## config.mk

```make
export PLATFORM = sky130hd
export DESIGN_NAME = pidt_mul
export DESIGN_NICKNAME = d
export VERILOG_FILES = /design/src/rtl/core/pidt_pkg.sv /design/src/rtl/core/pidt_mul.sv
export SDC_FILE = /design/constraint.sdc
export NUM_CORES = 2
export LEC_CHECK = 0
export ABC_CLOCK_PERIOD_IN_PS = 24900
export BUFFER_PORTS_ARGS = -buffer_cell sky130_fd_sc_hd__buf_2
export CORE_UTILIZATION = 25
export DETAILED_ROUTE_END_ITERATION = 12
export HOLD_SLACK_MARGIN = 0.02
export PLACE_DENSITY_LB_ADDON = 0.15
export SLEW_MARGIN = 20
export SYNTH_ARGS = -nofsm -noshare
export SYNTH_HDL_FRONTEND = slang
export SYNTH_SLANG_ARGS = --single-unit
```

## constraint.sdc

```tcl
create_clock -name clk -period 24.9 [get_ports clk]
set_input_delay 4.98 -clock clk [delete_from_list [all_inputs] [get_ports clk]]
set_output_delay 4.98 -clock clk [all_outputs]
set_load 0.02 [all_outputs]
```

## src/rtl/core/pidt_pkg.sv

```systemverilog
// Shared constants and types for the timestamped PID controller.
// Holds fixed-point widths and the request/response structs of the shared units.
// No dependencies.
`timescale 1ns / 1ps
`default_nettype none

package pidt_pkg;

  // Fixed-point format of every data field: signed Q16.16
  localparam int DATA_W = 32;
  localparam int FRAC_W = 16;

  // Full product and product after dropping the fraction bits
  localparam int PROD_W = 2 * DATA_W;
  localparam int MAG_W  = PROD_W - FRAC_W;

  // Working width of the P, I and D terms and their sums
  localparam int TERM_W = MAG_W + 2;

  // Derivative divider: quotient magnitude, divisor and dividend magnitude widths
  localparam int QUO_W = DATA_W;
  localparam int DEN_W = DATA_W + 1;
  localparam int NUM_W = DATA_W + 3;
  localparam int CNT_W = $clog2(QUO_W);

  // Ten in Q format, the smoothing weight of the derivative filter
  localparam logic [DEN_W-1:0] TEN_Q = DEN_W'(10) << FRAC_W;

  typedef logic [DATA_W-1:0] word_t;

  // Request to the shared multiplier: magnitudes and the sign of the product
  typedef struct packed {
    logic  go;
    logic  neg;
    word_t a;
    word_t b;
  } mul_req_t;

  // Request to the serial divider
  typedef struct packed {
    logic             start;
    logic [NUM_W-1:0] num_mag;
    logic [DEN_W-1:0] den;
  } div_req_t;

  // Divider status and quotient magnitude
  typedef struct packed {
    logic             done;
    logic [QUO_W-1:0] quo;
  } div_rsp_t;

endpackage

`default_nettype wire

```

## src/rtl/core/pidt_mul.sv

```systemverilog
// Shared multiplier of the timestamped PID controller.
// Unsigned magnitude product with registered result and sign; uses pidt_pkg.
`timescale 1ns / 1ps
`default_nettype none

module pidt_mul (
  input  wire logic                      clk,
  input  wire pidt_pkg::mul_req_t        req,
  output logic [pidt_pkg::MAG_W-1:0]     mag,
  output logic                           neg
);

  logic [pidt_pkg::PROD_W-1:0] prod_r;
  logic                        neg_r;

  // Capture the product when the sequencer issues an operation
  always_ff @(posedge clk) begin
    if (req.go) begin
      prod_r <= {{pidt_pkg::DATA_W{1'b0}}, req.a} * {{pidt_pkg::DATA_W{1'b0}}, req.b};
      neg_r  <= req.neg;
    end
  end

  // Drop the fraction bits: truncation of the magnitude rounds toward zero
  assign mag = prod_r[pidt_pkg::PROD_W-1:pidt_pkg::FRAC_W];
  assign neg = neg_r;

endmodule

`default_nettype wire

```

==> results_dict.tcl <==
set metrics [dict create \
    yosysWarnings 0 \
    crit_arrival_ns 13.05 \
    antenna_found_initial 11 \
    mostFrequentLayoutCells "fa_1 (895), inv_1 (861), and2_1 (595), nand2_1 (465), ha_1 (260)" \
    route.detailed.wl_per_inst_um 20.7 \
    cts_root_buffer "clkbuf_16" \
    drive_gt1_frac 0.0459 \
    synthToLayoutAreaGrowth_pct 7.19 \
    yosys-top-cells-area "fa_1 (52%), and2_1 (11%), ha_1 (9.5%)" \
    cts_buffer_depth 2 \
    fp.dieW_um 372 \
    fin_crit_sh 0.521 \
    die_y_um 372 \
    grt_max_degree 50 \
    fp-row-count 135 \
    drt_iter0_drc 1016 \
    vias 23252 \
    critPathRequiredTime_ns 24.97 \
    cts_setup_buffers 0 \
    die_area_um2 138000 \
    crit_path_end_kind "flop" \
    status "finished, final reports clean" \
    numPortBuffers 115 \
    rsz0062_at_grt "no" \
    ys_ff_latch 49 \
    synth_top_area_frac 0.525 \
    ys_async_sr_fraction 0 \
    grt_pass1_vias 26605 \
    cts_sinks 49 \
    synth_area_um2 34200 \
    drv_slew 0 \
    pin_count 116 \
    final_hold_viol_count 0 \
    initial_core_util 0.252 \
    gp_congestion 0.799 \
    ctsResizeCount 0 \
    postRouteAntennaNets 0 \
    ys_seq_area_frac 0.0431 \
    fillers 14672 \
    fmax_mhz 77.1 \
    synth-edff-count 49 \
    layout_min_cycle_time_ns 12.98 \
    report.final.setup_viol 0 \
    grt_overflow 0 \
    hpwl_um 87500 \
    max_cap_violations 0 \
    drc 0 \
    track_usage 0.167 \
    startpoint_type "primary input" \
    cts_tree "done" \
    syn-instance-count 3643 \
    critPathMaxFanout 32 \
    cts.clk_slew.worst_paths_ns 0.08 \
    slew_headroom 0.263 \
    synth_top_area_cell "fa_1" \
    synthFlopType "edfxtp_1" \
    htree_levels 2 \
    crit_type "primary input to flop" \
    via_per_inst 4.32 \
    synth.avg_cell_area_um2 9.38 \
    synth_fp_nets 4865 \
    drt_wl_total_um 111000 \
    core_um2 135000 \
    cts_buffers 5 \
    final_common_cell "fa_1" \
    cts_hold_buf 0 \
    ys_types 48 \
    worst-slew-pin-transition_ns 1.11 \
    grt_pass1_wl_um 170000 \
    first_pass_iters 5 \
    setup_tns_ns 0 \
    hp-class "primary input to flop" \
    final_nets 4812 \
]
-- registers in the layout, indices dropped and copies added (netlist names) --
signal / cells
prod_r: 48
neg: 1
-- area by class of cell --
class,instances,area [um2],area share
antenna,6,15.0,0.000410
sequential,49,1470,0.0402
multi-input combinational,2531,28700,0.784
clock buffer,5,125,0.00342
tap,1781,2230,0.0609
clock inverter,3,68.8,0.00188
inverter,861,3230,0.0883
timing repair buffer,142,778,0.0213
-- metal layers --
layer	track usage	routed length [um]	vias up
met1	0.199	43900	12416
li1	-	-	10379
met5	0	10	-
met3	0.00906	2240	95
met2	0.328	62400	360
met4	0.0322	2530	2
-- cell families (layout without fill, tap and decap cells) --
family	count (synthesis)	count (layout)	share of synthesized area
flops	49	49	0.0431
buf+inv	1063	1011	0.117
compound gates	171	171	0.0332
simple gates	1154	1154	0.174
other cells	0	6	0
xor+xnor	51	51	0.0131
fa+ha+maj	1155	1155	0.620
-- cell usage after synthesis, types with 2 or more instances --
cell and number:
xnor2_1 35, a21boi_0 2, o21ai_1 5, nand4_1 12, a31oi_1 8, nor3_1 6
nand2_1 465, edfxtp_1 49, inv_1 861, o21ai_0 27, ha_1 260, a21oi_1 58
and3_1 6, clkbuf_1 201, a311oi_1 2, o21a_1 4, o21ai_2 3, nand2b_1 3
a21oi_2 2, o21bai_1 13, o2111ai_1 2, and2_1 595, nor2_1 38, a221oi_2 2
nor2b_1 7, a21o_1 29, nand3_1 14, a221o_1 2, a211oi_1 2, xor2_1 16
fa_1 895, or3_1 2, nor4_1 2
-- worst max-delay path, stage by stage --
cell and delay (ns):
buf_2 0.65, and2_1 0.26, fa_1 0.45, fa_1 0.56, inv_1 0.06, fa_1 0.56
fa_1 0.50, fa_1 0.56, inv_1 0.05, fa_1 0.48, fa_1 0.53, fa_1 0.43
ha_1 0.43, nand2_1 0.09, nor2_1 0.23, and3_1 0.26, nand4bb_1 0.23, a211oi_1 0.44
nor3_2 0.17, o31ai_2 0.52, a21oi_1 0.24, o21ai_1 0.20, xor2_1 0.09
-- final timing paths --
check	slack, ns	from	cells past startpoint	to
max	11.92	req[47]	23	prod_r[61]
min	4.85	req[64]	1	neg
-- metrics by stage --
stage	std cells	hold slack [ns]	worst slack [ns]	util	cell area, um2
floorplan	3643	5.08	13.05	-	34200
global placement	5364	5.16	11.53	0.269	36400
detailed placement	5364	5.18	11.53	0.269	36400
CTS	5372	4.84	11.84	0.270	36600
global route	5373	4.83	11.43	0.270	36600
finish	5378	4.85	11.92	0.270	36600
Power is not shown: default switching activity piles up to over one toggle a cycle in this logic, so the estimate is an artifact.
