$ cat src/rtl/core/pidt_pkg.sv
// Shared constants and types for the timestamped PID controller.
// Holds fixed-point widths and the request/response structs of the shared units.
// No dependencies.
`timescale 1ns / 1ps
`default_nettype none

package pidt_pkg;

  // Fixed-point format of every data field: signed Q16.16
  localparam int DATA_W = 32;
  localparam int FRAC_W = 16;

  // Full product and product after dropping the fraction bits
  localparam int PROD_W = 2 * DATA_W;
  localparam int MAG_W  = PROD_W - FRAC_W;

  // Working width of the P, I and D terms and their sums
  localparam int TERM_W = MAG_W + 2;

  // Derivative divider: quotient magnitude, divisor and dividend magnitude widths
  localparam int QUO_W = DATA_W;
  localparam int DEN_W = DATA_W + 1;
  localparam int NUM_W = DATA_W + 3;
  localparam int CNT_W = $clog2(QUO_W);

  // Ten in Q format, the smoothing weight of the derivative filter
  localparam logic [DEN_W-1:0] TEN_Q = DEN_W'(10) << FRAC_W;

  typedef logic [DATA_W-1:0] word_t;

  // Request to the shared multiplier: magnitudes and the sign of the product
  typedef struct packed {
    logic  go;
    logic  neg;
    word_t a;
    word_t b;
  } mul_req_t;

  // Request to the serial divider
  typedef struct packed {
    logic             start;
    logic [NUM_W-1:0] num_mag;
    logic [DEN_W-1:0] den;
  } div_req_t;

  // Divider status and quotient magnitude
  typedef struct packed {
    logic             done;
    logic [QUO_W-1:0] quo;
  } div_rsp_t;

endpackage

`default_nettype wire

$ cat src/rtl/core/pidt_div.sv
// Serial restoring divider for the derivative filter of the PID controller.
// One quotient bit per cycle, QUO_W bits in all; uses pidt_pkg.
`timescale 1ns / 1ps
`default_nettype none

module pidt_div (
  input  wire logic               clk,
  input  wire logic               rst_n,
  input  wire pidt_pkg::div_req_t req,
  output pidt_pkg::div_rsp_t      rsp
);

  logic [pidt_pkg::DEN_W-1:0] rem_r;
  logic [pidt_pkg::DEN_W-1:0] den_r;
  logic [pidt_pkg::QUO_W-1:0] quo_r;
  logic [pidt_pkg::CNT_W-1:0] cnt_r;
  logic                       busy_r;
  logic                       done_r;

  logic [pidt_pkg::DEN_W:0]   trial;
  logic [pidt_pkg::DEN_W:0]   diff;
  logic                       ge;
  logic [pidt_pkg::DEN_W-1:0] rem_nxt;

  // Shift in the next dividend bit and try one subtraction
  always_comb begin
    trial   = {rem_r, quo_r[pidt_pkg::QUO_W-1]};
    diff    = trial - {1'b0, den_r};
    ge      = (trial >= {1'b0, den_r});
    rem_nxt = ge ? diff[pidt_pkg::DEN_W-1:0] : trial[pidt_pkg::DEN_W-1:0];
  end

  // Control: run for QUO_W steps, pulse done after the last one
  always_ff @(posedge clk) begin
    if (!rst_n) begin
      busy_r <= 1'b0;
      done_r <= 1'b0;
      cnt_r  <= '0;
    end else if (req.start) begin
      busy_r <= 1'b1;
      done_r <= 1'b0;
      cnt_r  <= '0;
    end else if (busy_r) begin
      cnt_r <= cnt_r + 1'b1;
      if (cnt_r == pidt_pkg::CNT_W'(pidt_pkg::QUO_W - 1)) begin
        busy_r <= 1'b0;
        done_r <= 1'b1;
      end
    end else begin
      done_r <= 1'b0;
    end
  end

  // Datapath: the high dividend bits start as the remainder, which stays below the divisor
  always_ff @(posedge clk) begin
    if (req.start) begin
      rem_r <= pidt_pkg::DEN_W'(req.num_mag[pidt_pkg::NUM_W-1:pidt_pkg::FRAC_W]);
      quo_r <= {req.num_mag[pidt_pkg::FRAC_W-1:0], {pidt_pkg::FRAC_W{1'b0}}};
      den_r <= req.den;
    end else if (busy_r) begin
      rem_r <= rem_nxt;
      quo_r <= {quo_r[pidt_pkg::QUO_W-2:0], ge};
    end
  end

  assign rsp.done = done_r;
  assign rsp.quo  = quo_r;

endmodule

`default_nettype wire

$ cat config.mk
export PLATFORM = sky130hd
export DESIGN_NAME = pidt_div
export DESIGN_NICKNAME = d
export VERILOG_FILES = /design/src/rtl/core/pidt_pkg.sv /design/src/rtl/core/pidt_div.sv
export SDC_FILE = /design/constraint.sdc
export NUM_CORES = 1
export LEC_CHECK = 0
export BUFFER_PORTS_ARGS = -buffer_cell sky130_fd_sc_hd__buf_2
export CORE_MARGIN = 2
export CORE_UTILIZATION = 25
export CTS_BUF_LIST = sky130_fd_sc_hd__clkbuf_4
export DETAILED_ROUTE_END_ITERATION = 10
export PLACE_DENSITY = 0.45
export SYNTH_ARGS = -nofsm -noshare
export SYNTH_HDL_FRONTEND = slang
export SYNTH_SLANG_ARGS = --single-unit
$ cat constraint.sdc
create_clock -name clk -period 7.9 [get_ports clk]
set_input_delay 0.395 -clock clk [delete_from_list [all_inputs] [get_ports clk]]
set_output_delay 0.395 -clock clk [all_outputs]
set_load 0.05 [all_outputs]
==> results.ini, run 1 <==
[clocking]
clock_path_buffers = 2
cts_inserted_buffers = 9
cts_sinks = 105
cts_max_level = 3
clock_latency_ns = 0.52
root_buffer = clkbuf_4
cts_resized = 0
postCtsSetupBuffers = 0
clk_pin_slew_ns = 0.19
cts_tree = built
cts_hold_buffers = 9

[sta]
rsz0062_at_grt = no
holdWs_ns = 0.0464
slew_headroom = 0.188
fin_crit_sh = 0.462
drv_slew = 0
hold_viol = 0
setup_tns_ns = 0
finalSetupViolCount = 0
fin_worst_skew_ns = 0.0320
max_clock_freq_mhz = 274
timing.final.crit_period_ns = 3.65
worst_slew_pin_slew_ns = 1.22

[synth]
synth-edff-count = 68
synth.area.top_cells = edfxtp_1 34%, dfxtp_1 12%, ha_1 7.3%
yosysSeqAreaShare = 0.461
ys_async_sr_fraction = 0
synth_warnings = 0
synth_top_family_by_area = compound AO/OA/AOI/OAI gates
synth-main-ff-cell = edfxtp_1
ys_ff_latch = 105
synth_top_area_share = 0.338
synth_mux_area_frac = 0.0467
synth.distinct_cells = 60
syn_area_um2 = 6030
syn-instance-count = 610
postSynthAreaPerCell_um2 = 9.89
synthesis.nets = 717
synth_top_area_cell = edfxtp_1
synth-simple-area-share = 0.134
synth-xor-area-share = 0.0392
yosys.area_share.adder = 0.0759
synth_compound_area_frac = 0.193

[placement]
gp_congestion = 0.831
hpwl_um = 11900
io_buffers = 103
postPlaceCellArea_um2 = 6860

[route]
vias = 4883
drtIter0Drc = 371
drt_first_pass_iters = 4
wl_per_cell_um = 15.7
drc_errors = 0
wl_um = 16300
viasPerCell = 4.71
ant_nets = 0

[global_route]
grt_pass1_vias = 4852
grt_start_max_net_pins = 72
grt_overflow = 0
grtUsageTotal = 0.132
antenna_found_initial = 1
grt_pass1_wl_um = 26600

[setup_path]
required_ns = 8.18
critPathMaxFanout = 13
crit_arrival_ns = 3.92
start_kind = flip-flop
end_kind = flip-flop
worstSetupPathType = flip-flop to flip-flop

[power_and_ir_drop]
p_switching_uw = 440
pwr_density_cell_nw_per_um2 = 178
total_power_uw = 1270
clock_power_share = 0.232
sw_frac_of_total = 0.346
ir_drop_uv = 74.7
internal_power_uw = 833
leakagePower_uw = 0.00298
pwr-share-seq = 0.504
pwr-share-comb = 0.264

[floorplan]
dieArea_um2 = 25400
die_w_um = 159
ios = 104
core_um2 = 23600
core.rowCount = 56
floorplan.initialDensity = 0.256
die_y_um = 159

[cells_and_area]
final_util = 0.303
area.growth.synth_to_final_pct = 18.4
seq_area_um2 = 2780
mostFrequentLayoutCells = 102 x buf_2, 68 x edfxtp_1, 54 x nand2_1, 46 x nor2_1, 41 x inv_1
n_fill_cell = 2568
post-route-cell-area_um2 = 7140
multi_input_area_um2 = 2950
layout_commonest_cell = buf_2
nets = 819
drive_gt1_frac = 0.187

[worst_hold_path]
hold_path_class = input pin to flip-flop

[status]
outcome = completed

[run]
cap_viol_max_count = 0

-- worst max-delay path, stage by stage, from the launching register on --
cell,delay [ns]
edfxtp_1,0.41
inv_1,0.05
ha_1,0.20
inv_1,0.07
fa_1,0.21
a21oi_1,0.10
o211ai_1,0.39
nand4_1,0.25
a31oi_1,0.38
o31ai_4,0.15
o21ai_2,0.53
buf_4,0.36
mux2i_1,0.21
a21oi_1,0.08
-- cells in the mapped netlist (all sizes together) (15+ instances only) --
cell type	count
ha	35
o21ai	35
dfxtp	37
inv	41
edfxtp	68
mux2i	27
nor2	46
a22o	15
a21oi	30
clkbuf	20
xnor2	17
nand3	23
nand2	54
-- flip-flops by register name, summed over array words and instances (netlist names) --
signal / cells
done_r: 1
cnt_r: 5
rem_r: 33
quo_r: 32
busy_r: 1
den_r: 33
-- layout make-up --
| cell class | instances | area share |
|---|---|---|
| clock inverters | 7 | 0.0114 |
| clock buffers | 9 | 0.00946 |
| repair buffers | 123 | 0.0981 |
| flip-flops and latches | 105 | 0.390 |
| diodes | 1 | 0.000350 |
| well taps | 319 | 0.0559 |
| multi-input cells | 431 | 0.413 |
| inverters | 42 | 0.0221 |
-- power groups by stage --
stage	combinational, uW	sequential (uW)	clock, uW
after global placement	335	654	0
final	336	642	295
after CTS	338	643	312
after floorplan	212	680	0
after detailed placement	332	655	0
after global routing	376	648	330
-- cell families after synthesis --
| logic type | after synthesis |
|---|---|
| multiplexers | 28 |
| XOR/XNOR | 27 |
| AO/OA/AOI/OAI | 168 |
| flip-flops | 105 |
| AND/OR/NAND/NOR | 172 |
| adder cells (fa/ha/maj) | 36 |
| buffers and inverters | 74 |
-- routing by layer --
layer  global-route usage  share of wire  wire length [um]  vias up
li1                     -              -                 -     2464
met1                0.184           0.49              7980     2308
met2                0.205           0.45              7310      103
met3               0.0341          0.053               871        8
met4               0.0326         0.0074               121        0
met5                    0              0                 0        -
-- through the flow --
stage | worst slack (ns) | instances
floorplan | 4.72 | 610
global placement | 4.42 | 1007
detailed placement | 4.31 | 1007
CTS | 4.25 | 1032
global route | 3.92 | 1037
finish | 4.25 | 1037
-- path summary, 6_finish.rpt --
path / startpoint / endpoint / slack [ns] / depth (start not counted)
setup / recovery: quo_r[31] / rem_r[10] / 4.25 / 13
hold / removal: req[7] / den_r[7] / 0.05 / 1
setup reg to reg: quo_r[31] / rem_r[10] / 4.25 / 13
hold reg to reg: rem_r[24] / rem_r[24] / 0.49 / 2
No activity file was read; power rests on OpenSTA's default activity.
==> run 2: changes to the inputs <==
==> constraint.sdc (replaced) <==
create_clock -name clk -period 3.65 [get_ports clk]
set_input_delay 0.1825 -clock clk [delete_from_list [all_inputs] [get_ports clk]]
set_output_delay 0.1825 -clock clk [all_outputs]
set_load 0.05 [all_outputs]
==> results.ini, run 2 (synthesis gave the netlist of run 1 again) <==
[global_route]
grtUsageTotal = 0.133
grt_start_max_net_pins = 54
grt_pass1_vias = 5161
grt_overflow = 0
grt_pass1_wl_um = 27200
antenna_found_initial = 1

[setup_path]
end_kind = flip-flop
start_kind = flip-flop
cp_num_buf_inv = 3
critPathMaxFanout = 29
slowest_delay_ns = 0.45
crit_slowest_cell = edfxtp_1
timing.reg2reg.setup_slack_ns = 0.30
cpMostUsedCell = inv_1
worstSetupPathType = flip-flop to flip-flop
cp_top_family = compound AO/OA/AOI/OAI gates
r2r-end = rem_r[5]
required_ns = 3.95
crit_arrival_ns = 3.65
r2r_cells = 13
timing.rr.start = quo_r[31]
crit_chain = inv_1 -> ha_1 -> inv_1 -> fa_1 -> a21oi_1 -> o211ai_1 -> nand4_1 -> a31oi_2 -> o31ai_4 -> o21a_1 -> buf_12 -> nor3_1 -> a211o_1

[clocking]
clock_latency_ns = 0.52
cts_sinks = 105
cts_inserted_buffers = 9
clk_pin_slew_ns = 0.20
cts_tree = built
cts_max_level = 3
root_buffer = clkbuf_4
postCtsSetupBuffers = 0
clock_path_buffers = 2

[cells_and_area]
nets = 874
drive_gt1_frac = 0.181
mostFrequentLayoutCells = 102 x buf_2, 68 x edfxtp_1, 63 x dlygate4sd3_1, 54 x nand2_1, 46 x nor2_1
reg_top3 = den_r (33), rem_r (33), quo_r (32)
seq_area_um2 = 2780
n_fill_cell = 2484
layout_commonest_cell = buf_2
area.growth.synth_to_final_pct = 27.8
multi_input_area_um2 = 2960
post-route-cell-area_um2 = 7710

[route]
drt_first_pass_iters = 4
drtIter0Drc = 294
vias = 5096
wl_um = 16900
wl_per_cell_um = 15.5
ant_nets = 0
drc_errors = 0
viasPerCell = 4.66

[power_and_ir_drop]
pwr_density_cell_nw_per_um2 = 365
ir_drop_uv = 137
pwr-share-seq = 0.496
sw_frac_of_total = 0.346
internal_power_uw = 1840
leakagePower_uw = 0.00322
p_switching_uw = 973
pwr-share-comb = 0.275
clock_power_share = 0.229

[sta]
setup_tns_ns = 0
max_clock_freq_mhz = 299
rsz0062_at_grt = no
fin_worst_skew_ns = 0.0347
timing.final.crit_period_ns = 3.35
finalWorstSetupSlack_ns = 0.303
hold_viol = 0
drv_slew = 0
finalSetupViolCount = 0
worst_slew_pin_slew_ns = 0.630
slew_headroom = 0.580
fin_crit_sh = 0.917

[run]
cap_viol_max_count = 0

[placement]
gp_congestion = 0.817
io_buffers = 103
postPlaceCellArea_um2 = 6930
hpwl_um = 12000
post-place-ws_ns = 0.309

[worst_hold_path]
hold_depth = 3
holdPathEnd = rem_r[13]
hp-start = req[62]
hold_path_class = input pin to flip-flop

[floorplan]
core.rowCount = 56
ios = 104
dieArea_um2 = 25400
core_um2 = 23600
floorplan.initialDensity = 0.256
die_y_um = 159
die_w_um = 159

[status]
outcome = completed

==> run 2: cell count changes in the layout (fill, tap and decap cells not counted) <==
cell	change
inv_8	+1
dlygate4sd3_1	+50
diode_2	+1
buf_4	+3
clkinv_8	-1
a31oi_1	-1
a31oi_2	+1
buf_12	+2
==> run 2: power by group through the flow <==
| stage | Clock (uW) | Sequential, uW | Combinational [uW] |
|---|---|---|---|
| floorplan | 0 | 1470 | 459 |
| global placement | 0 | 1420 | 725 |
| detailed placement | 0 | 1420 | 719 |
| CTS | 680 | 1400 | 775 |
| global route | 723 | 1410 | 856 |
| finish | 645 | 1400 | 773 |
==> run 2: stage by stage <==
stage	hold slack (ns)	std cells	power (uW)	utilization
detailed placement	0.361	1012	2140	0.293
global route	0.0214	1093	2990	0.327
global placement	0.360	1012	2150	0.293
finish	0.0273	1093	2810	0.327
floorplan	0.281	610	1930	-
CTS	0.0102	1091	2850	0.326
==> run 2: layout make-up <==
cell class,instances,share of cell area
tap,319,0.0518
inverter,42,0.0204
timing repair buffer,178,0.164
antenna,2,0.000649
multi-input combinational,431,0.384
clock inverter,7,0.00990
sequential,105,0.361
clock buffer,9,0.00876
==> run 2: worst min-delay path, delay by kind of cell <==
family,cells,cell delay (ns)
compound gates,1,0.10
buf+inv,1,0.08
simple gates,1,0.07
==> run 2: what timing repair did <==
item / 4_1_cts / 5_1_grt
endpoints found under the hold margin: 65 / 0
setup endpoints to repair: 0 / 4
hold buffers: 63 / 0
resized for setup: 0 / 1
==> run 2: routing by layer <==
layer / global-route usage / routed length, um / up-vias / share of wire
li1: - / - / 2590 / -
met1: 0.179 / 8240 / 2372 / 0.49
met2: 0.219 / 7720 / 122 / 0.46
met3: 0.0289 / 758 / 12 / 0.045
met4: 0.0335 / 206 / 0 / 0.012
met5: 0 / 0 / - / 0
==> run 2: worst max path at each step <==
stage               from  depth (start not counted)        end  slack [ns]
6_report       quo_r[31]                         13   rem_r[5]        0.30
5_1_grt        quo_r[31]                         13   rem_r[1]        0.02
4_1_cts        quo_r[31]                         13   rem_r[5]        0.29
3_5_place_dp   quo_r[31]                         13   rem_r[5]        0.31
3_3_place_gp   quo_r[31]                         13   rem_r[5]        0.41
2_1_floorplan  quo_r[31]                         13  rem_r[16]        0.47
==> run 3: changes to the inputs <==
--- a/config.mk
+++ b/config.mk
@@ -10,6 +10,7 @@
 export CORE_UTILIZATION = 25
 export CTS_BUF_LIST = sky130_fd_sc_hd__clkbuf_4
 export DETAILED_ROUTE_END_ITERATION = 10
+export GPL_TIMING_DRIVEN = 0
 export PLACE_DENSITY = 0.45
 export SYNTH_ARGS = -nofsm -noshare
 export SYNTH_HDL_FRONTEND = slang
==> results.ini, run 3 (synthesis gave the netlist of run 1 again) <==
[power_and_ir_drop]
pwr_density_cell_nw_per_um2 = 362
ir_drop_uv = 164
leakagePower_uw = 0.00322

[cells_and_area]
drive_gt1_frac = 0.177
nets = 894
area.growth.synth_to_final_pct = 28.2
mostFrequentLayoutCells = 106 x buf_2, 68 x edfxtp_1, 60 x dlygate4sd3_1, 54 x nand2_1, 46 x nor2_1
layout_commonest_cell = buf_2
reg_top3 = den_r (33), rem_r (33), quo_r (32)

[route]
drc_errors = 0
wl_per_cell_um = 16.4
vias = 5283
drt_first_pass_iters = 5
wl_um = 18200
drtIter0Drc = 311
ant_nets = 0
viasPerCell = 4.75

[global_route]
antenna_found_initial = 1
grt_start_max_net_pins = 36
grtUsageTotal = 0.144
grt_pass1_wl_um = 29000
grt_pass1_vias = 5260
grt_overflow = 0

[sta]
fin_worst_skew_ns = 0.0349
max_clock_freq_mhz = 294
rsz0062_at_grt = no
slew_headroom = 0.403
setup_tns_ns = 0
worst_slew_pin_slew_ns = 0.895
finalWorstSetupSlack_ns = 0.252
timing.final.crit_period_ns = 3.40
fin_crit_sh = 0.931
drv_slew = 0
finalSetupViolCount = 0
hold_viol = 0
holdWs_ns = 0.0281

[floorplan]
dieArea_um2 = 25400
ios = 104
floorplan.initialDensity = 0.256
die_w_um = 159
core_um2 = 23600
core.rowCount = 56
die_y_um = 159

[setup_path]
timing.rr.start = quo_r[31]
cpMostUsedCell = inv_1
startpoint = quo_r[31]
cp_num_buf_inv = 3
r2r-end = rem_r[12]
worstSetupPathType = flip-flop to flip-flop
end_kind = flip-flop
slowest_delay_ns = 0.51
cp_top_family = compound AO/OA/AOI/OAI gates
timing.reg2reg.setup_slack_ns = 0.25
crit_arrival_ns = 3.67
critPathMaxFanout = 10
r2r_cells = 13
start_kind = flip-flop
crit_chain = inv_1 -> ha_1 -> inv_1 -> fa_1 -> a21oi_1 -> o211ai_1 -> nand4_1 -> a31oi_4 -> o31ai_4 -> o21ai_1 -> buf_6 -> mux2i_1 -> o21ai_0
required_ns = 3.93
cp-endpoint = rem_r[12]
critical_path_depth = 13
crit_slowest_cell = edfxtp_1

[clocking]
root_buffer = clkbuf_4
clock_latency_ns = 0.52
cts_inserted_buffers = 9
cts_tree = built
cts_max_level = 3
clock_path_buffers = 2
clk_pin_slew_ns = 0.20
cts_sinks = 105

[run]
cap_viol_max_count = 0

[placement]
io_buffers = 103
post-place-ws_ns = -0.0373
hpwl_um = 13100
gp_congestion = 0.826

[worst_hold_path]
hp-start = req[62]
hold_path_class = input pin to flip-flop

[status]
outcome = completed

## run 3: changes by cell type in the layout (fill, tap and decap cells not counted), sizes merged
cell	change
diode	-1
buf	+3
clkinv	+2
dlygate4sd3	-3
inv	-2
clkbuf	+20
## run 3: per-layer routing
| metal | GRT usage | vias up | part of all wire |
|---|---|---|---|
| li1 | - | 2617 | - |
| met1 | 0.199 | 2515 | 0.49 |
| met2 | 0.227 | 130 | 0.45 |
| met3 | 0.0339 | 21 | 0.046 |
| met4 | 0.0388 | 0 | 0.015 |
| met5 | 0 | - | 0 |
## run 3: report_power, final
part | switching (uW) | internal, uW
combinational | 471 | 319
clock | 455 | 161
sequential | 38.5 | 1350
## run 3: worst min path at each step
stage,end,cells after the start
floorplan,den_r[0],0
global placement,den_r[13],1
detailed placement,den_r[1],1
CTS,rem_r[14],3
global route,rem_r[18],3
finish,rem_r[13],3
## run 3: layout make-up
class	count	area, um2
diodes	1	2.50
plain buffers	32	151
clock buffers	9	67.6
clock inverters	7	71.3
fillers	2498	15900
inverters	42	158
multi-input cells	431	2960
flip-flops and latches	105	2780
well taps	319	399
repair buffers	166	1140
## run 3: per-stage QoR
step,util,power [uW],instances,cell area [um2]
5_1_grt,0.328,2980,1112,7730
6_report,0.328,2800,1112,7730
2_1_floorplan,-,1930,610,6030
3_5_place_dp,0.294,2140,1032,6950
3_3_place_gp,0.294,2150,1032,6950
4_1_cts,0.326,2830,1108,7700
## run 3: worst register-to-register path, delay by kind of cell, from the launching register on
family	cells	cell delay, ns
DFF	1	0.51
and+or+nand+nor	1	0.32
buffers and inverters	3	0.41
muxes	1	0.28
adders and majority gates	2	0.42
AOI/OAI and AO/OA	6	1.25
## run 3: timing repair
| action | 4_1_cts | 5_1_grt |
|---|---|---|
| setup endpoints to repair | 3 | 31 |
| buffers inserted | 0 | 3 |
| pin swaps | 1 | 3 |
| resized for setup | 2 | 3 |
| endpoints found under the hold margin | 60 | 0 |
| hold buffers | 60 | 0 |
